--- config.mk ---
export PLATFORM = sky130hd
export DESIGN_NAME = slip_frame_decoder_sum16_check_flat
export DESIGN_NICKNAME = d
export VERILOG_FILES = /design/src/hdl/sfd_pkg.sv /design/src/hdl/sfd_in_if.sv /design/src/hdl/sfd_out_if.sv /design/src/hdl/sfd_ram.sv /design/src/hdl/slip_frame_decoder_sum16_check.sv /design/src/flat_wrapper.sv
export SDC_FILE = /design/constraint.sdc
export NUM_CORES = 1
export LEC_CHECK = 0
export BUFFER_PORTS_ARGS = -buffer_cell sky130_fd_sc_hd__buf_2
export CORE_MARGIN = 2
export CORE_UTILIZATION = 40
export DETAILED_ROUTE_END_ITERATION = 7
export SETUP_SLACK_MARGIN = 0.4
export SLEW_MARGIN = 20
export SYNTH_ARGS = -nofsm -noshare
export SYNTH_HDL_FRONTEND = slang
export SYNTH_SLANG_ARGS = --single-unit
--- constraint.sdc ---
create_clock -name i_clk -period 6 [get_ports i_clk]
set_clock_uncertainty 0.1 [all_clocks]
set_input_delay 0.3 -clock i_clk [delete_from_list [all_inputs] [get_ports i_clk]]
set_output_delay 0.3 -clock i_clk [all_outputs]
set_load 0.05 [all_outputs]
--- src/hdl/sfd_pkg.sv ---
// shared constants and types for the slip frame decoder with sum16 check
`default_nettype none
package sfd_pkg;

    localparam int SFD_BUF_DEPTH = 64;
    localparam int BYTE_W        = 8;
    localparam int SUM_W         = 16;

    localparam logic [BYTE_W-1:0] END_CODE = 8'hC0;
    localparam logic [BYTE_W-1:0] ESC_CODE = 8'hDB;
    localparam logic [BYTE_W-1:0] ESC_END  = 8'hDC;
    localparam logic [BYTE_W-1:0] ESC_ESC  = 8'hDD;

    typedef logic [BYTE_W-1:0] t_byte;
    typedef logic [SUM_W-1:0]  t_sum;

endpackage
`default_nettype wire

--- src/hdl/sfd_in_if.sv ---
// valid/ready channel carrying raw received line bytes
`default_nettype none
interface sfd_in_if
    import sfd_pkg::*;
();
    logic  valid;
    logic  ready;
    t_byte in_byte;

    modport source (output valid, output in_byte, input ready);
    modport sink   (input valid, input in_byte, output ready);
endinterface
`default_nettype wire

--- src/hdl/sfd_out_if.sv ---
// valid/ready channel carrying decoded payload bytes and frame status
`default_nettype none
interface sfd_out_if
    import sfd_pkg::*;
();
    logic  valid;
    logic  ready;
    t_byte payload_byte;
    logic  last_of_frame;
    logic  checksum_error;

    modport source (output valid, output payload_byte, output last_of_frame,
                    output checksum_error, input ready);
    modport sink   (input valid, input payload_byte, input last_of_frame,
                    input checksum_error, output ready);
endinterface
`default_nettype wire

--- src/hdl/sfd_ram.sv ---
// generic single-write, single-read ram with registered read data
`default_nettype none
module sfd_ram #(
    parameter int WIDTH = 8,
    parameter int DEPTH = 64
) (
    input  wire logic                     i_clk,
    input  wire logic                     i_we,
    input  wire logic [$clog2(DEPTH)-1:0] i_waddr,
    input  wire logic [WIDTH-1:0]         i_wdata,
    input  wire logic                     i_re,
    input  wire logic [$clog2(DEPTH)-1:0] i_raddr,
    output logic      [WIDTH-1:0]         o_rdata
);
    logic [WIDTH-1:0] r_mem [DEPTH];

    always_ff @(posedge i_clk) begin
        if (i_we) begin
            r_mem[i_waddr] <= i_wdata;
        end
        if (i_re) begin
            o_rdata <= r_mem[i_raddr];
        end
    end
endmodule
`default_nettype wire

--- src/hdl/slip_frame_decoder_sum16_check.sv ---
// top level: slip deframer with 16-bit additive checksum check
//
//  channel  dir  payload                                          transfer
//  i_in     in   in_byte[7:0]                                     valid & ready
//  o_out    out  payload_byte[7:0], last_of_frame, checksum_error valid & ready
//
// ordinary bytes, escapes and dropped frames never stall the input
// frame end with n stored bytes: a checksum pass over all n bytes, then the
// compare, then a read and a load state per payload byte (single ram read port)
// i_in.ready is low from a qualifying frame end until the last result is loaded
// output register lets a new byte transfer while the last result waits
// synchronous active-low reset clears control state; frame store is not cleared
`default_nettype none
module slip_frame_decoder_sum16_check
    import sfd_pkg::*;
#(
    parameter int BUF_DEPTH = SFD_BUF_DEPTH
) (
    input  wire logic i_clk,
    input  wire logic i_rst_n,
    sfd_in_if.sink    i_in,
    sfd_out_if.source o_out
);
    localparam int AW = $clog2(BUF_DEPTH);
    localparam int FW = $clog2(BUF_DEPTH + 1);

    typedef enum logic [2:0] {
        S_IDLE,
        S_SUM,
        S_CHECK,
        S_EMIT_RD,
        S_EMIT_LD,
        S_ERR
    } t_state;

    t_state          r_state;
    logic            r_esc;
    logic [FW-1:0]   r_fill;
    logic [FW-1:0]   r_len;
    logic [FW-1:0]   r_last;
    logic [FW-1:0]   r_idx;
    logic [FW-1:0]   r_didx;
    logic            r_dv;
    t_sum            r_sum;
    t_sum            r_got;
    logic            r_out_valid;
    t_byte           r_out_byte;
    logic            r_out_last;
    logic            r_out_err;

    logic            in_xfer;
    logic            is_end;
    logic            is_esc;
    logic            esc_unknown;
    t_byte           dec_byte;
    logic [FW-1:0]   fill_eff;
    logic            room;
    logic            ram_we;
    logic            ram_re;
    t_byte           ram_rdata;
    logic            out_free;

    assign in_xfer  = i_in.valid && i_in.ready;
    assign is_end   = (i_in.in_byte == END_CODE);
    assign is_esc   = (i_in.in_byte == ESC_CODE);
    assign out_free = !r_out_valid || o_out.ready;

    always_comb begin
        esc_unknown = 1'b0;
        dec_byte    = i_in.in_byte;
        if (r_esc) begin
            if (i_in.in_byte == ESC_ESC) begin
                dec_byte = ESC_CODE;
            end else if (i_in.in_byte == ESC_END) begin
                dec_byte = END_CODE;
            end else begin
                esc_unknown = 1'b1;
            end
        end
    end

    assign fill_eff = esc_unknown ? '0 : r_fill;
    assign room     = (fill_eff < FW'(BUF_DEPTH));
    assign ram_we   = in_xfer && !is_end && !is_esc && room;
    assign ram_re   = ((r_state == S_SUM) && (r_idx < r_len)) || (r_state == S_EMIT_RD);

    sfd_ram #(
        .WIDTH (BYTE_W),
        .DEPTH (BUF_DEPTH)
    ) u_store (
        .i_clk   (i_clk),
        .i_we    (ram_we),
        .i_waddr (fill_eff[AW-1:0]),
        .i_wdata (dec_byte),
        .i_re    (ram_re),
        .i_raddr (r_idx[AW-1:0]),
        .o_rdata (ram_rdata)
    );

    always_ff @(posedge i_clk) begin
        if (!i_rst_n) begin
            r_state     <= S_IDLE;
            r_esc       <= 1'b0;
            r_fill      <= '0;
            r_dv        <= 1'b0;
            r_out_valid <= 1'b0;
        end else begin
            if (r_out_valid && o_out.ready) begin
                r_out_valid <= 1'b0;
            end
            r_dv   <= ram_re && (r_state == S_SUM);
            r_didx <= r_idx;
            unique case (r_state)
                S_IDLE: begin
                    if (in_xfer) begin
                        if (is_end) begin
                            r_esc  <= 1'b0;
                            r_fill <= '0;
                            if (!r_esc && (r_fill > FW'(2))) begin
                                r_len   <= r_fill;
                                r_last  <= r_fill - FW'(3);
                                r_idx   <= '0;
                                r_sum   <= '0;
                                r_state <= S_SUM;
                            end
                        end else if (is_esc) begin
                            r_esc <= 1'b1;
                        end else begin
                            r_esc  <= 1'b0;
                            r_fill <= room ? fill_eff + FW'(1) : '0;
                        end
                    end
                end
                S_SUM: begin
                    if (ram_re) begin
                        r_idx <= r_idx + FW'(1);
                    end
                    if (r_dv) begin
                        if (r_didx <= r_last) begin
                            r_sum <= r_sum + SUM_W'(ram_rdata);
                        end else if (r_didx == r_len - FW'(2)) begin
                            r_got[BYTE_W-1:0] <= ram_rdata;
                        end else begin
                            r_got[SUM_W-1:BYTE_W] <= ram_rdata;
                            r_state <= S_CHECK;
                        end
                    end
                end
                S_CHECK: begin
                    r_idx <= '0;
                    if (t_sum'(~r_sum + SUM_W'(1)) == r_got) begin
                        r_state <= S_EMIT_RD;
                    end else begin
                        r_state <= S_ERR;
                    end
                end
                S_EMIT_RD: begin
                    r_state <= S_EMIT_LD;
                end
                S_EMIT_LD: begin
                    if (out_free) begin
                        r_out_valid <= 1'b1;
                        r_out_byte  <= ram_rdata;
                        r_out_last  <= (r_idx == r_last);
                        r_out_err   <= 1'b0;
                        r_idx       <= r_idx + FW'(1);
                        r_state     <= (r_idx == r_last) ? S_IDLE : S_EMIT_RD;
                    end
                end
                S_ERR: begin
                    if (out_free) begin
                        r_out_valid <= 1'b1;
                        r_out_byte  <= '0;
                        r_out_last  <= 1'b1;
                        r_out_err   <= 1'b1;
                        r_state     <= S_IDLE;
                    end
                end
                default: begin
                    r_state <= S_IDLE;
                end
            endcase
        end
    end

    assign i_in.ready           = (r_state == S_IDLE);
    assign o_out.valid          = r_out_valid;
    assign o_out.payload_byte   = r_out_byte;
    assign o_out.last_of_frame  = r_out_last;
    assign o_out.checksum_error = r_out_err;

    a_fill_bound: assert property (@(posedge i_clk) disable iff (!i_rst_n)
        r_fill <= FW'(BUF_DEPTH))
        else $error("fill count beyond buffer depth");

    a_err_shape: assert property (@(posedge i_clk) disable iff (!i_rst_n)
        (r_out_valid && r_out_err) |-> (r_out_last && (r_out_byte == '0)))
        else $error("error result not a lone zero result");

    a_esc_end_drop: assert property (@(posedge i_clk) disable iff (!i_rst_n)
        (in_xfer && is_end && r_esc) |=> (i_in.ready && (r_fill == '0) && !r_esc))
        else $error("escaped frame end did not drop the frame");

    a_esc_set: assert property (@(posedge i_clk) disable iff (!i_rst_n)
        (in_xfer && is_esc) |=> (r_esc && $stable(r_fill)))
        else $error("escape byte not held as pending");

    a_busy_no_write: assert property (@(posedge i_clk) disable iff (!i_rst_n)
        (r_state != S_IDLE) |-> !ram_we)
        else $error("frame store written during readout");
endmodule
`default_nettype wire
--- src/flat_wrapper.sv ---
// flat-port wrapper written by rule: the top's interface ports become plain ports
module slip_frame_decoder_sum16_check_flat import sfd_pkg::*;
#(
    parameter int BUF_DEPTH = SFD_BUF_DEPTH
)
  (i_clk, i_rst_n, i_in_valid, i_in_in_byte, i_in_ready, o_out_valid, o_out_payload_byte, o_out_last_of_frame, o_out_checksum_error, o_out_ready);
  sfd_in_if i_in_i ();
  sfd_out_if o_out_i ();
  input  wire logic i_clk;
  input  wire logic i_rst_n;
  input wire logic [$bits(i_in_i.valid)-1:0] i_in_valid;
  input wire logic [$bits(i_in_i.in_byte)-1:0] i_in_in_byte;
  output wire logic [$bits(i_in_i.ready)-1:0] i_in_ready;
  output wire logic [$bits(o_out_i.valid)-1:0] o_out_valid;
  output wire logic [$bits(o_out_i.payload_byte)-1:0] o_out_payload_byte;
  output wire logic [$bits(o_out_i.last_of_frame)-1:0] o_out_last_of_frame;
  output wire logic [$bits(o_out_i.checksum_error)-1:0] o_out_checksum_error;
  input wire logic [$bits(o_out_i.ready)-1:0] o_out_ready;
  assign i_in_i.valid = i_in_valid;
  assign i_in_i.in_byte = i_in_in_byte;
  assign i_in_ready = i_in_i.ready;
  assign o_out_valid = o_out_i.valid;
  assign o_out_payload_byte = o_out_i.payload_byte;
  assign o_out_last_of_frame = o_out_i.last_of_frame;
  assign o_out_checksum_error = o_out_i.checksum_error;
  assign o_out_i.ready = o_out_ready;
  slip_frame_decoder_sum16_check #(.BUF_DEPTH(BUF_DEPTH)) u_core (.i_clk(i_clk), .i_rst_n(i_rst_n), .i_in(i_in_i), .o_out(o_out_i));
endmodule
======== After elaboration in Yosys (flattened, before gate mapping) ========
Memories as Yosys holds them, arrays and structs flattened. A register that Yosys moved wholly into a read port is not among the register bits.
Cells that the tools add are included.
cells by class
  mux-type cells .......................... 48
  bitwise operators ....................... 3
  add/subtract/negate cells ............... 6
  equal/unequal tests ..................... 23
  reduce and logical (&&, ||, !) cells .... 28
  order comparisons ....................... 4
operators by type and width
  kind                                                                  count
  16-bit 2-to-1 mux                                                     5
  7-bit 2-to-1 mux                                                      9
  8-bit 2-to-1 mux                                                      5
  8-bit == test, second input constant                                  4
  16-bit one-hot mux with 2 select lines                                1
  7-bit one-hot mux with 4 select lines                                 1
  3-bit 2-to-1 mux                                                      9
  3-bit one-hot mux with 6 select lines                                 1
  16-bit by 1-bit adder with 16-bit output, second input constant       1
  16-bit by 8-bit adder with 16-bit output                              1
  16-bit == test                                                        1
  16-bit NOT                                                            1
  8-bit one-hot mux with 2 select lines                                 1
  5-bit AND reduction                                                   3
  7-bit by 1-bit adder with 7-bit output, second input constant         2
  7-bit == test                                                         2
  7-bit AND reduction                                                   2
  7-bit by 2-bit subtractor with 7-bit output, second input constant    2
  1-bit 2-to-1 mux                                                      13
  2-bit != test, second input constant                                  6
  2-bit by 1-bit != test with 1-bit output, second input constant       5
  1-bit logical AND                                                     8
  8-bit AND reduction                                                   1
  7-bit by 2-bit > comparator with 1-bit output, second input constant  1
  18 further kinds                                                      27
storage, ports and cells
  flip-flop bits (word level) ............. 83
  input port bits ......................... 12
  output and inout port bits .............. 12
  logic and storage cells ................. 128
  memories ................................ 1
  RAM bits ................................ 512
memory list
  name                  depth  bits a word  rd ports  clocked after memory_dff  write ports  line           text
  u_core.u_store.r_mem  64     8            1         1                         1            sfd_ram.sv:15  logic [WIDTH-1:0] r_mem [DEPTH];

======== Logic depth before layout (Yosys ltp) ========
  depth in word-level cells ............... 9
  gate-level depth with buffers ........... 10
  mapped depth without buffers ............ 10

======== Cells and area by module ========
A second synthesis with hierarchy kept.
unflattened totals
  cells, all modules ...................... 1410
  area, all modules ....................... 25190.4 um^2
modules (own cells, without submodules)
  module                          cells each  sequential area each (um^2)  area each (um^2)  times used
  sfd_ram                         940         15615.0                      20240.7           1
  slip_frame_decoder_sum16_check  470         2362.3                       4949.7            1

======== Least setup slack after synthesis ========
OpenSTA, ideal clock, no wires.
  kind .................................... flip-flop to flip-flop
  from .................................... reg u_core.r_fill[0]
  to ...................................... reg u_core.r_sum[0], enable pin
  data required time ...................... 5.422 ns
  stages on the path, launching flop included .. 10
  setup slack ............................. 1.389 ns
  arrival time ............................ 4.033 ns
  library setup time ...................... 0.478 ns
  path buffers ............................ 1
  period minus slack after synthesis ...... 4.611 ns
  cells stage by stage .................... dfxtp_1 clkbuf_1 inv_1 ha_1 nand2b_1 a31oi_1 nand3_1 nand2_1 nand2_1 a2111oi_0
on the way
  word-level cells in the longest chain between the ends .. 4
RTL lines
  element                                        line                                   text
  from (decl)                                    slip_frame_decoder_sum16_check.sv:38   logic [FW-1:0] r_fill;
  from (signal assigned)                         slip_frame_decoder_sum16_check.sv:130  r_fill <= room ? fill_eff + FW'(1) : '0;
  7-bit by 2-bit > comparator with 1-bit output  slip_frame_decoder_sum16_check.sv:119  if (!r_esc && (r_fill > FW'(2))) begin
  1-bit logical AND                              slip_frame_decoder_sum16_check.sv:119
  2-bit != test (no line)                        n/a
  7-bit AND reduction (no line)                  n/a
  to (signal assigned)                           slip_frame_decoder_sum16_check.sv:140  r_sum <= r_sum + SUM_W'(ram_rdata);
  to (decl)                                      slip_frame_decoder_sum16_check.sv:44   t_sum r_sum;
Every way passes these cells.
A chain may end at the register's enable or synchronous reset.

======== Worst setup path in the final report ========
  from .................................... reg u_core.r_state[0]
  to ...................................... mem u_core.u_store.r_mem[4][4], enable pin
on the way
  word-level cells in the longest chain between the ends .. 7
RTL lines
  element                                 line                                   text
  from (decl)                             slip_frame_decoder_sum16_check.sv:36   t_state r_state;
  from (signal assigned)                  slip_frame_decoder_sum16_check.sv:167  r_state <= (r_idx == r_last) ? S_IDLE : S_EMIT_RD;
  3-bit zero test                         slip_frame_decoder_sum16_check.sv:186  assign i_in.ready = (r_state == S_IDLE);
  1-bit logical AND                       slip_frame_decoder_sum16_check.sv:63   assign in_xfer = i_in.valid && i_in.ready;
  1-bit logical AND (3 in a row)          slip_frame_decoder_sum16_check.sv:84   assign ram_we = in_xfer && !is_end && !is_esc && room;
  1-bit 2-to-1 mux                        sfd_ram.sv:18                          if (i_we) begin
  1-bit 2-to-1 mux (not written as such)  sfd_ram.sv:19                          r_mem[i_waddr] <= i_wdata;
  to (decl)                               sfd_ram.sv:15
Every way passes these cells.

==> out/qor.yml <==
outcome:
  status: "finished clean"
pwr:
  p_leak_nw: 8.81
  peakVddDrop_v: 0.000229
  p_per_area_nw_per_um2: 309
  p_total_mw: 8.70
synth:
  synth.avg_cell_area_um2: 19.0
  synth_ff_type: "edfxtp_1"
  synthAdderAreaFrac_pct: 1.43
  ys_top_cells_by_area: "edfxtp_1 (71%), mux4_2 (15%), nor2_1 (1.6%)"
  synth_top_area_cell: "edfxtp_1"
  synth_compound_area_share_pct: 2.31
  async_flop_share_pct: 0
  seq_area_frac_synth_pct: 71.9
  syn_area_um2: 25000
  yosysUniqueCellTypes: 58
  synthXorXnorAreaFrac_pct: 1.86
  yosys_warnings: 0
  muxShareOfSynthArea_pct: 15.3
  synth_top_area_share_pct: 70.9
  synth_edf_count: 590
  synth_cells: 1313
  synthesis.nets: 1353
  ys_seq_elements: 603
  synthSimpleGateAreaFrac_pct: 5.46
  synth_top_family_by_area: "multiplexers"
routing:
  via_count: 12300
  via_per_inst: 5.48
  drtAntennaViolNets: 0
  drtIter0Drc: 1099
  detail_route.first_pass.iterations: 5
  wire_per_inst_um: 24.6
  drc: 0
  routed_wl_um: 55200
layout:
  antennaDiodeCount: 0
  fin_cells: 2244
  fin_nets: 1395
  final_layout_size_suffix_gt1_share_pct: 23.0
  final_util_pct: 45.7
  fin_area_um2: 28200
  synthToLayoutAreaGrowth_pct: 12.7
placed_design:
  dpl.cell_count: 2129
  post_dp_cell_area_um2: 26100
  place_ws_ns: 2.07
  io_buffers: 23
  gp_congestion: 0.833
  hpwl_um: 34100
clock_tree:
  root_buffer: "clkbuf_16"
  clock_latency_ns: 0.62
  clock_sinks: 603
  cts_tree: "done"
  hold_buffers: 1
  cts_resized: 0
  cts_buffer_depth: 3
  post_cts_buffers: 0
  numCtsBuffers: 60
  clk_pin_slew_ns: 0.06
  h-tree-depth: 2
timing:
  slew_headroom_pct: 34.0
  tightest_slew_ns: 0.982
  fin_setup_tns_ns: 0
  slew_viol_final: 0
  max_freq_mhz: 255
  worst_slack_ns: 2.08
  rsz0062_at_grt: "false"
  holdWs_ns: 0.0787
  period_share_pct: 65.3
  finalSetupViolCount: 0
  hold_viol_final: 0
  fin_crit_ns: 3.92
worst_setup_path:
  max_stage_delay_ns: 0.94
  slowest_stage: "nor4_2"
  arrival_ns: 4.04
  worst_setup_path_end_kind: "flip-flop"
  cp.required_ns: 6.13
  worst-setup-path-type: "flip-flop to flip-flop"
  path_cells: "nor4b_2 -> o31ai_1 -> nor4_1 -> nand3_1 -> nor4_2"
  critical_path_peak_fanout: 13
  cp-start-kind: "flip-flop"
die:
  die_w_um: 254
  row_count: 91
  chipHeight_um: 254
  initial_utilization_pct: 40.5
  die_area_um2: 64500
  ioPinCount: 24
  coreArea_um2: 61700
grt:
  antenna_found_initial: 0
  grt_overflow: 0
  first_global_vias: 12500
  grt_start_max_net_pins: 126
  grt_usage_pct: 17.6
  grt_pass1_wl_um: 82800
flow_run:
  max_cap_viol_count: 0
worst_hold_path:
  hold_class: "primary input to flip-flop"
Yosys cell counts, types with 7 or more instances:
master / number
clkbuf_1: 37
inv_1: 34
nand2_1: 34
xnor2_1: 25
a21oi_1: 23
buf_6: 9
nand3_1: 24
a211oi_1: 8
and2_1: 14
nand4_1: 10
nor2b_1: 16
buf_1: 8
nor2_1: 109
nor3_1: 19
nand2b_1: 7
xor2_1: 28
edfxtp_1: 590
buf_2: 8
ha_1: 27
nor4_1: 12
o21ai_0: 12
mux4_2: 168
dfxtp_1: 13
cells in the final DEF, fill, tap and decap left out, types with 15 or more instances in the layout:
cell type  netlist  routed
clkbuf_16        0      62
nor3_1          19      18
clkinv_2         0      15
buf_2            8      23
nand2_1         34      34
inv_1           34      34
xor2_1          28      28
nor2_1         109     109
a21oi_1         23      23
nor2b_1         16      16
buf_4            0      16
ha_1            27      27
xnor2_1         25      25
nand3_1         24      24
edfxtp_1       590     590
mux4_2         168     168
kinds of logic after synthesis:
logic type,Yosys count
compound gates,86
xor+xnor,53
fa+ha+maj,28
buf+inv,96
flops,603
mux,171
simple gates,276
state kept, by name, indices dropped and copies added, names as in the netlist, 3 cells and up:
signal	count
u_core.r_idx	7
u_core.r_state	3
u_core.r_len	7
u_core.u_store.o_rdata	8
u_core.r_fill	7
u_core.r_sum	16
u_core.r_got	16
u_core.r_last	7
u_core.r_didx	7
u_core.u_store.r_mem	512
u_core.o_out.payload_byte	8
routing by layer:
layer | track usage [%] | vias up | wire length (um) | part of all wire [%]
li1 | - | 5423 | - | -
met1 | 24.2 | 6409 | 23600 | 43
met2 | 27.7 | 372 | 26300 | 48
met3 | 2.69 | 103 | 2970 | 5.4
met4 | 7.92 | 0 | 2350 | 4.3
met5 | 0 | - | 0 | 0
path summary, 6_finish.rpt:
check	from	endpoint	slack [ns]	depth (start not counted)
max	u_core.r_state[0]	u_core.u_store.r_mem[4][4]	2.08	5
min	i_rst_n	u_core.o_out.valid	0.08	2
max reg2reg	u_core.r_state[0]	u_core.u_store.r_mem[4][4]	2.08	5
min reg2reg	u_core.u_store.o_rdata[1]	u_core.r_got[1]	0.43	0
power by group:
group | total (mW) | internal, mW | switching, mW
clock network | 3.94 | 2.35 | 1.59
registers | 4.63 | 4.62 | 0.00813
logic | 0.124 | 0.0243 | 0.0999
worst max-delay path, delay by kind of cell, from the launching register on:
kind	cells	cell delay, ns
flip-flops	1	0.44
AO/OA/AOI/OAI	1	0.29
AND/OR/NAND/NOR	4	2.69
final cells by class:
class | count | area (um2)
Inverter | 34 | 128
Clock inverter | 47 | 524
Sequential cell | 603 | 18000
Timing Repair Buffer | 42 | 285
Fill cell | 5202 | 33500
Clock buffer | 67 | 1570
Multi-Input combinational cell | 614 | 6640
Tap cell | 837 | 1050
Power figures use the tool's default switching activity.
